$ cat config.mk
export PLATFORM = sky130hd
export DESIGN_NAME = chs_ctrl
export DESIGN_NICKNAME = d
export VERILOG_FILES = /design/src/sv/chs_pkg.sv /design/src/sv/chs_ctrl.sv
export SDC_FILE = /design/constraint.sdc
export NUM_CORES = 1
export LEC_CHECK = 0
export ABC_AREA = 1
export BUFFER_PORTS_ARGS = -buffer_cell sky130_fd_sc_hd__buf_4
export CAP_MARGIN = 20
export CORE_AREA = 5 5 42 44
export DETAILED_ROUTE_END_ITERATION = 8
export DIE_AREA = 0 0 47 49
export PLACE_DENSITY = 0.47
export SETUP_SLACK_MARGIN = 0.4
export SLEW_MARGIN = 40
export SYNTH_ARGS = -nofsm -noshare
export SYNTH_HDL_FRONTEND = slang
export SYNTH_SLANG_ARGS = --single-unit
export TNS_END_PERCENT = 10
$ cat constraint.sdc
create_clock -name i_clk -period 2.1 [get_ports i_clk]
set_clock_uncertainty 0.2 [all_clocks]
set_input_delay 0.21 -clock i_clk [delete_from_list [all_inputs] [get_ports i_clk]]
set_output_delay 0.21 -clock i_clk [all_outputs]
set_load 0.1 [all_outputs]
$ cat src/sv/chs_pkg.sv
`timescale 1ns / 1ps
`default_nettype none

package chs_pkg;

    localparam int KEY_W       = 64;
    localparam int PTR_W       = 64;
    localparam int INT_W       = 32;
    localparam int CMD_W       = 2;
    localparam int CFG_W       = 9;
    localparam int IN_TDATA_W  = 160;
    localparam int OUT_TDATA_W = 104;
    localparam int OUT_USED_W  = 1 + PTR_W + INT_W + 1;
    localparam int MOD_BITS    = 8;
    localparam int MOD_CYCLES  = KEY_W / MOD_BITS;
    localparam int MCNT_W      = $clog2(MOD_CYCLES);

    localparam logic [CMD_W-1:0] CMD_LOOKUP  = 2'd0;
    localparam logic [CMD_W-1:0] CMD_SET_PTR = 2'd1;
    localparam logic [CMD_W-1:0] CMD_SET_INT = 2'd2;

    typedef enum logic [2:0] {
        S_CLEAR,
        S_IDLE,
        S_MOD,
        S_HEAD,
        S_CMP,
        S_UPD
    } t_state;

    typedef struct packed {
        logic load;
        logic clr_step;
        logic head_rd;
        logic head_take;
        logic ent_next;
        logic hit_take;
        logic commit;
    } t_dp_cmd;

    typedef struct packed {
        logic clr_last;
        logic mod_done;
        logic head_zero;
        logic hit;
        logic link_zero;
        logic out_free;
    } t_dp_sts;

endpackage

`default_nettype wire

$ cat src/sv/chs_ctrl.sv
`timescale 1ns / 1ps
`default_nettype none

module chs_ctrl (
    input  wire logic              i_clk,
    input  wire logic              i_rst_n,
    input  wire logic              i_in_valid,
    output logic                   o_in_ready,
    output chs_pkg::t_dp_cmd       o_cmd,
    input  wire chs_pkg::t_dp_sts  i_sts
);

    chs_pkg::t_state r_state;
    chs_pkg::t_state n_state;

    always_ff @(posedge i_clk) begin
        if (!i_rst_n) begin
            r_state <= chs_pkg::S_CLEAR;
        end else begin
            r_state <= n_state;
        end
    end

    always_comb begin
        n_state    = r_state;
        o_cmd      = '0;
        o_in_ready = 1'b0;
        case (r_state)
            chs_pkg::S_CLEAR: begin
                o_cmd.clr_step = 1'b1;
                if (i_sts.clr_last) begin
                    n_state = chs_pkg::S_IDLE;
                end
            end
            chs_pkg::S_IDLE: begin
                o_in_ready = 1'b1;
                if (i_in_valid) begin
                    o_cmd.load = 1'b1;
                    n_state    = chs_pkg::S_MOD;
                end
            end
            chs_pkg::S_MOD: begin
                if (i_sts.mod_done) begin
                    o_cmd.head_rd = 1'b1;
                    n_state       = chs_pkg::S_HEAD;
                end
            end
            chs_pkg::S_HEAD: begin
                if (i_sts.head_zero) begin
                    n_state = chs_pkg::S_UPD;
                end else begin
                    o_cmd.head_take = 1'b1;
                    n_state         = chs_pkg::S_CMP;
                end
            end
            chs_pkg::S_CMP: begin
                if (i_sts.hit) begin
                    o_cmd.hit_take = 1'b1;
                    n_state        = chs_pkg::S_UPD;
                end else if (i_sts.link_zero) begin
                    n_state = chs_pkg::S_UPD;
                end else begin
                    o_cmd.ent_next = 1'b1;
                end
            end
            chs_pkg::S_UPD: begin
                if (i_sts.out_free) begin
                    o_cmd.commit = 1'b1;
                    n_state      = chs_pkg::S_IDLE;
                end
            end
            default: begin
                n_state = chs_pkg::S_IDLE;
            end
        endcase
    end

endmodule

`default_nettype wire

==> results.json, run 1 <==
{
  "status": "complete, no violations",
  "hold_path.class": "input pin to register",
  "fp-row-count": 14,
  "postCtsSetupBuffers": 0,
  "power_density_mw_per_mm2": 1610,
  "grt_max_degree": 10,
  "place_inst": 88,
  "yosys_warnings": 0,
  "ys_seq_elements": 3,
  "drt_iter0_drc": 3,
  "path_delay_family": "flip-flops",
  "synth_cells": 57,
  "dieArea_sq_mm": 0.00230,
  "path_buf_inv": 2,
  "cap_violations": 0,
  "clkTransAtPathRegs_ns": 0.03,
  "cp-end-kind": "output pin",
  "crit_chain": "inv_1 -> nor2_2 -> nand2_1 -> nor2_2 -> buf_6",
  "antenna_found_initial": 0,
  "ir_drop_mv": 0.518,
  "cp_common_cell": "nor2_2",
  "wl_per_cell_um": 8.96,
  "critPathRequiredTime_ns": 1.69,
  "cp_max_fo": 7,
  "maxSlewHeadroom_pct": 81.5,
  "crit_slowest_cell": "dfxtp_2",
  "drt_pass1_iterations": 3,
  "cts_max_path_buffers": 2,
  "path_depth": 5,
  "worstPathArrival_ns": 1.24,
  "via_per_inst": 4.20,
  "hold_depth": 3,
  "crit_path_max_incr_delay_ns": 0.41,
  "fin_nets": 86,
  "fin_cells": 92,
  "crit_type": "register to output pin",
  "postRouteAntennaNets": 0,
  "grt_remaining_overflow": 0,
  "r2r_cells": 6,
  "die_h_um": 49,
  "grt_pass1_vias": 339,
  "largest_reg_flops": 3,
  "grt.total_usage_pct": 8.31,
  "top_register": "r_state",
  "rsz0062_at_grt": "yes",
  "hold_violations": 0,
  "dp_hpwl_um": 694,
  "wl_um": 824,
  "fmax_mhz": 607,
  "fillers": 172,
  "finalMaxSlewViolations": 0,
  "crit_path_start_kind": "register",
  "period_share_pct": 78.5,
  "cts_tree": "done",
  "largestRegisters": "r_state x3",
  "syn_area_sq_um": 317,
  "ys_seq_area_share_pct": 19.0,
  "clk_latency_ns": 0.24,
  "start_util_pct": 22.6,
  "io_pins": 17,
  "die_x_um": 47,
  "diodes": 0,
  "leakagePower_nw": 0.282,
  "final.setup.tns_ns": 0,
  "grt_pass1_wl_mm": 1.43,
  "place.gp.congestion": 0.732,
  "worst_pin_slew_ns": 0.280,
  "syn_nets": 66,
  "vias": 386,
  "synth_cell_types": 15,
  "cts_max_level": 1,
  "avgSynthCellArea_sq_um": 5.55,
  "portBuffers": 16,
  "drive_above_1_share_pct": 47.4,
  "setup-violations-final": 0,
  "cts_sinks": 3,
  "timing.final.crit_period_ns": 1.65,
  "drc": 0,
  "cts_inserted_buffers": 3,
  "syn_to_final_growth_pct": 70.0,
  "core_area_sq_mm": 0.00140,
  "cts_root_buffer": "clkbuf_4"
}
metal layers:
layer | GRT usage [%] | vias up | part of all wire, %
li1 | - | 213 | -
met1 | 11.6 | 163 | 47
met2 | 11.3 | 10 | 48
met3 | 3.32 | 0 | 5.3
met4 | 2.76 | 0 | 0
met5 | 0 | - | 0
final timing paths:
kind | end | slack, ns | from
hold / removal | r_state[0] | 0.02 | i_rst_n
setup reg to reg | r_state[2] | 0.76 | r_state[1]
setup / recovery | o_cmd[6] | 0.45 | r_state[0]
hold reg to reg | r_state[0] | 0.35 | r_state[0]
metrics by stage:
stage          setup slack, ns  area [sq um]  power, mW  hold WS [ns]  utilization (%)
3_5_place_dp             0.439           487      0.748         0.257             34.7
5_1_grt                  0.365           538      0.937        0.0229             38.4
2_1_floorplan            0.196           358      0.646         0.131                -
3_3_place_gp             0.459           487      0.751         0.266             34.7
6_report                 0.452           538      0.867        0.0163             38.4
4_1_cts                  0.346           517      0.863        0.0114             36.9
power by group:
part           switching, mW  total, mW  internal (mW)  leakage [nW]
clock                 0.0302      0.101         0.0712        0.0150
combinational          0.449      0.620          0.170         0.241
sequential            0.0593      0.146         0.0870        0.0261
total                  0.539      0.867          0.328         0.282
cell usage in the layout, fill, tap and decap left out, types with 2 or more instances in the layout:
master	n
buf_6	5
inv_1	11
clkbuf_4	3
nand3_1	6
buf_4	11
nor2_2	7
dfxtp_2	2
nand2_1	11
nor3_4	3
nor2_1	8
worst register-to-register path, delay by kind of cell, from the launching register on:
family | cells | cell delay, ns
compound gates | 1 | 0.17
simple gates | 5 | 0.46
flops | 1 | 0.38
cell type report:
cell class,instances,area [sq um],share of cell area [%]
sequential,3,66.3,12.3
timing repair buffer,16,139,25.8
inverter,11,41.3,7.67
multi-input combinational,42,245,45.6
tap,16,20.0,3.72
clock buffer,4,26.3,4.88
kinds of logic (layout without fill, tap and decap cells):
family | after synthesis | after routing | share of synthesized area, %
DFF | 3 | 3 | 19.0
buffers and inverters | 12 | 31 | 16.6
and+or+nand+nor | 39 | 39 | 58.9
AOI/OAI and AO/OA | 3 | 3 | 5.53
repair_timing:
action                                  CTS  global route
endpoints found under the setup margin    7             5
hold buffers                              0             0
hold endpoints to repair                  0             0
gates resized for setup                   3             6
cloned                                    0             0
Yosys cell counts:
cell type,count,area share [%]
inv_1,11,13
nor3_1,3,4.7
dfxtp_1,3,19
nor2_2,4,7.9
a21oi_1,1,1.6
nand2_1,11,13
nor2_1,11,13
o21a_1,1,2.4
buf_6,1,3.6
o21ai_1,1,1.6
nand2_2,1,2.0
nand3_2,1,3.2
nor2_4,1,3.6
or2_2,1,2.0
nand3_1,6,9.5
No activity file was read; power rests on OpenSTA's default activity.
==> run 2: changes to the inputs <==
--- a/config.mk
+++ b/config.mk
@@ -5,13 +5,13 @@
 export SDC_FILE = /design/constraint.sdc
 export NUM_CORES = 1
 export LEC_CHECK = 0
-export ABC_AREA = 1
+export ABC_AREA = 0
 export BUFFER_PORTS_ARGS = -buffer_cell sky130_fd_sc_hd__buf_4
 export CAP_MARGIN = 20
 export CORE_AREA = 5 5 42 44
 export DETAILED_ROUTE_END_ITERATION = 8
 export DIE_AREA = 0 0 47 49
-export PLACE_DENSITY = 0.47
+export PLACE_DENSITY = 0.42
 export SETUP_SLACK_MARGIN = 0.4
 export SLEW_MARGIN = 40
 export SYNTH_ARGS = -nofsm -noshare
==> constraint.sdc (replaced) <==
create_clock -name i_clk -period 1.5 [get_ports i_clk]
set_clock_uncertainty 0.2 [all_clocks]
set_input_delay 0.15 -clock i_clk [delete_from_list [all_inputs] [get_ports i_clk]]
set_output_delay 0.15 -clock i_clk [all_outputs]
set_load 0.1 [all_outputs]
==> run 2 against run 1 <==
Against the previous run:
- the flow now finishes with violations (negative setup slack)
- wire length decreased by 9.3%
- sequential cell count unchanged
- total power decreased by 44%
- die area unchanged
- final area increased by 14%
- worst setup slack got worse by 0.51 ns
- sequential power decreased by 29%
- combinational power decreased by 61%
- synthesized cell count decreased by 49%
- worst hold slack got worse by 0.015 ns
- first-iteration DRC count decreased by 67%
- critical path type unchanged
==> results.json, run 2 <==
{
  "fmax_mhz": 642,
  "die_x_um": 47,
  "fp-row-count": 14,
  "fillers": 138,
  "r2r-end": "r_state[0]",
  "top_register": "r_state",
  "start_util_pct": 17.4,
  "ys_top_cells_by_count": "4 x nor2_1, 3 x dfxtp_1, 3 x nor3_1",
  "period_share_pct": 104,
  "r2r_start": "r_state[1]",
  "whs_endpoint": "r_state[0]",
  "yosysTopAreaCell": "dfxtp_1",
  "hold_depth": 3,
  "whs_ns": 0.00126,
  "leakagePower_nw": 0.259,
  "drt_iter0_drc": 1,
  "synth_cell_types": 19,
  "dp_slack_ns": -0.0224,
  "drt_pass1_iterations": 2,
  "multi_input_area_sq_um": 229,
  "clk_latency_ns": 0.23,
  "r2r_cells": 5,
  "fin_cells": 70,
  "syn_to_final_growth_pct": 151,
  "cts_tree": "done",
  "crit_path_max_incr_delay_ns": 0.36,
  "cts_root_buffer": "clkbuf_4",
  "place_inst": 63,
  "cts_sinks": 3,
  "yosys.area.top_type_share_pct": 24.6,
  "synthMostInstantiatedCell": "nor2_1",
  "grt.total_usage_pct": 7.88,
  "crit_chain": "nand2b_4 -> nor4_4 -> buf_6",
  "synth_cells": 29,
  "grt_pass1_vias": 297,
  "hold_violations": 0,
  "largest_reg_flops": 3,
  "cts_max_path_buffers": 2,
  "place.gp.congestion": 0.671,
  "rrSetupSlack_ns": 0.06,
  "worstPathArrival_ns": 1.21,
  "ys_seq_area_share_pct": 24.6,
  "cap_violations": 0,
  "clkTransAtPathRegs_ns": 0.04,
  "synthArstFlopShare_pct": 0,
  "finalInstanceArea_sq_um": 613,
  "wl_per_cell_um": 10.7,
  "drive_above_1_share_pct": 75.9,
  "largestRegisters": "r_state x3",
  "yosys_warnings": 0,
  "syn_area_sq_um": 244,
  "worstHoldStart": "i_rst_n",
  "cts_max_level": 1,
  "finalMaxSlewViolations": 0,
  "crit_slowest_cell": "dfxtp_4",
  "final.setup.tns_ns": -0.167,
  "cp-end-kind": "output pin",
  "rsz0062_at_grt": "yes",
  "io_pins": 17,
  "ys_top_cells_by_area": "dfxtp_1 25%, mux2i_1 8.2%, nor3_1 6.2%, a2111oi_2 6.2%, nor2_1 6.2%",
  "antenna_found_initial": 0,
  "maxSlewHeadroom_pct": 83.6,
  "avgSynthCellArea_sq_um": 8.41,
  "portBuffers": 16,
  "syn_nets": 38,
  "worst_pin_slew_ns": 0.244,
  "ys_seq_elements": 3,
  "diodes": 0,
  "final_cell_mix": "13 x buf_4, 6 x buf_12, 3 x clkbuf_4, 3 x buf_6",
  "fin_ws_ns": -0.0581,
  "crit_path_start_kind": "register",
  "die_h_um": 49,
  "mostFrequentLayoutCell": "buf_4",
  "via_per_inst": 4.33,
  "grt_remaining_overflow": 0,
  "setup-violations-final": 4,
  "grt_pass1_wl_mm": 1.30,
  "vias": 303,
  "cts_inserted_buffers": 3,
  "violations": "negative setup slack",
  "hold_path.class": "input pin to register",
  "power_density_mw_per_mm2": 797,
  "dieArea_sq_mm": 0.00230,
  "status": "finished with violations",
  "dp_hpwl_um": 606,
  "fin_nets": 64,
  "wl_um": 747,
  "ir_drop_mv": 0.513,
  "place_area_sq_um": 449,
  "seqCellArea_sq_um": 68.8,
  "critPathRequiredTime_ns": 1.15,
  "crit_type": "register to output pin",
  "postRouteAntennaNets": 0,
  "core_area_sq_mm": 0.00140,
  "cp_max_fo": 6,
  "grt_max_degree": 9,
  "timing.final.crit_period_ns": 1.56,
  "drc": 0,
  "synth-edff-count": 0,
  "ys.flop_type": "dfxtp_1"
}
==> run 2: cell types whose count changed in the layout (fill, tap and decap cells not counted), moves of 6 or more <==
cell,before,now
nand2_1,11,1
inv_1,11,2
buf_12,0,6
nor2_1,8,2
nand3_1,6,0
nor2_2,7,1
==> run 2: per-stage QoR <==
step	total power [mW]	util (%)
6_report	0.489	43.8
4_1_cts	0.497	43.6
3_5_place_dp	0.304	32.1
3_3_place_gp	0.303	32.1
5_1_grt	0.525	43.8
2_1_floorplan	0.254	-
==> run 2: cell type report <==
| type | count | share of cell area (%) |
|---|---|---|
| clock buffers | 4 | 4.29 |
| flip-flops and latches | 3 | 11.2 |
| repair buffers | 23 | 42.7 |
| well taps | 16 | 3.27 |
| inverters | 2 | 1.22 |
| multi-input cells | 22 | 37.3 |
==> run 2: kinds of logic (layout without fill, tap and decap cells) <==
group / count (synthesis) / count (layout) / synth area share (%)
compound gates: 4 / 4 / 15.4
mux: 2 / 2 / 8.21
flops: 3 / 3 / 24.6
simple gates: 16 / 16 / 42.0
buf+inv: 4 / 29 / 9.74
==> run 2: power by group <==
group	internal (mW)	total, mW	switching (mW)
Combinational	0.0976	0.240	0.143
Clock	0.0998	0.144	0.0444
Sequential	0.0874	0.104	0.0170
==> run 2: worst max-delay path, delay by kind of cell (launching register included) <==
| family | cells | cell delay (ns) |
|---|---|---|
| buf+inv | 1 | 0.27 |
| simple gates | 2 | 0.35 |
| flops | 1 | 0.36 |
==> run 2: layer usage <==
| layer | wire length [um] | track usage, % | part of all wire [%] |
|---|---|---|---|
| met1 | 285 | 8.11 | 38 |
| met2 | 378 | 12.7 | 51 |
| met3 | 82 | 7.01 | 11 |
| met4 | 0 | 0 | 0 |
| met5 | 0 | 0 | 0 |
==> run 2: what timing repair did <==
item | in CTS | in global routing
hold buffers | 1 | 0
setup buffers | 2 | 0
endpoints found under the setup margin | 11 | 11
pin swaps | 5 | 1
gates resized for setup | 29 | 1
hold endpoints to repair | 1 | 0
==> run 2: worst max-delay path by stage <==
| stage | startpoint | endpoint | slack [ns] | depth (start not counted) |
|---|---|---|---|---|
| after floorplan | r_state[1] | r_state[0] | -0.57 | 4 |
| after detailed placement | r_state[0] | o_cmd[3] | -0.02 | 3 |
| final | r_state[1] | o_cmd[2] | -0.06 | 3 |
| after CTS | r_state[1] | o_cmd[2] | -0.06 | 3 |
| after global placement | r_state[0] | o_cmd[3] | -0.003 | 3 |
| after global routing | r_state[1] | o_cmd[2] | -0.12 | 3 |
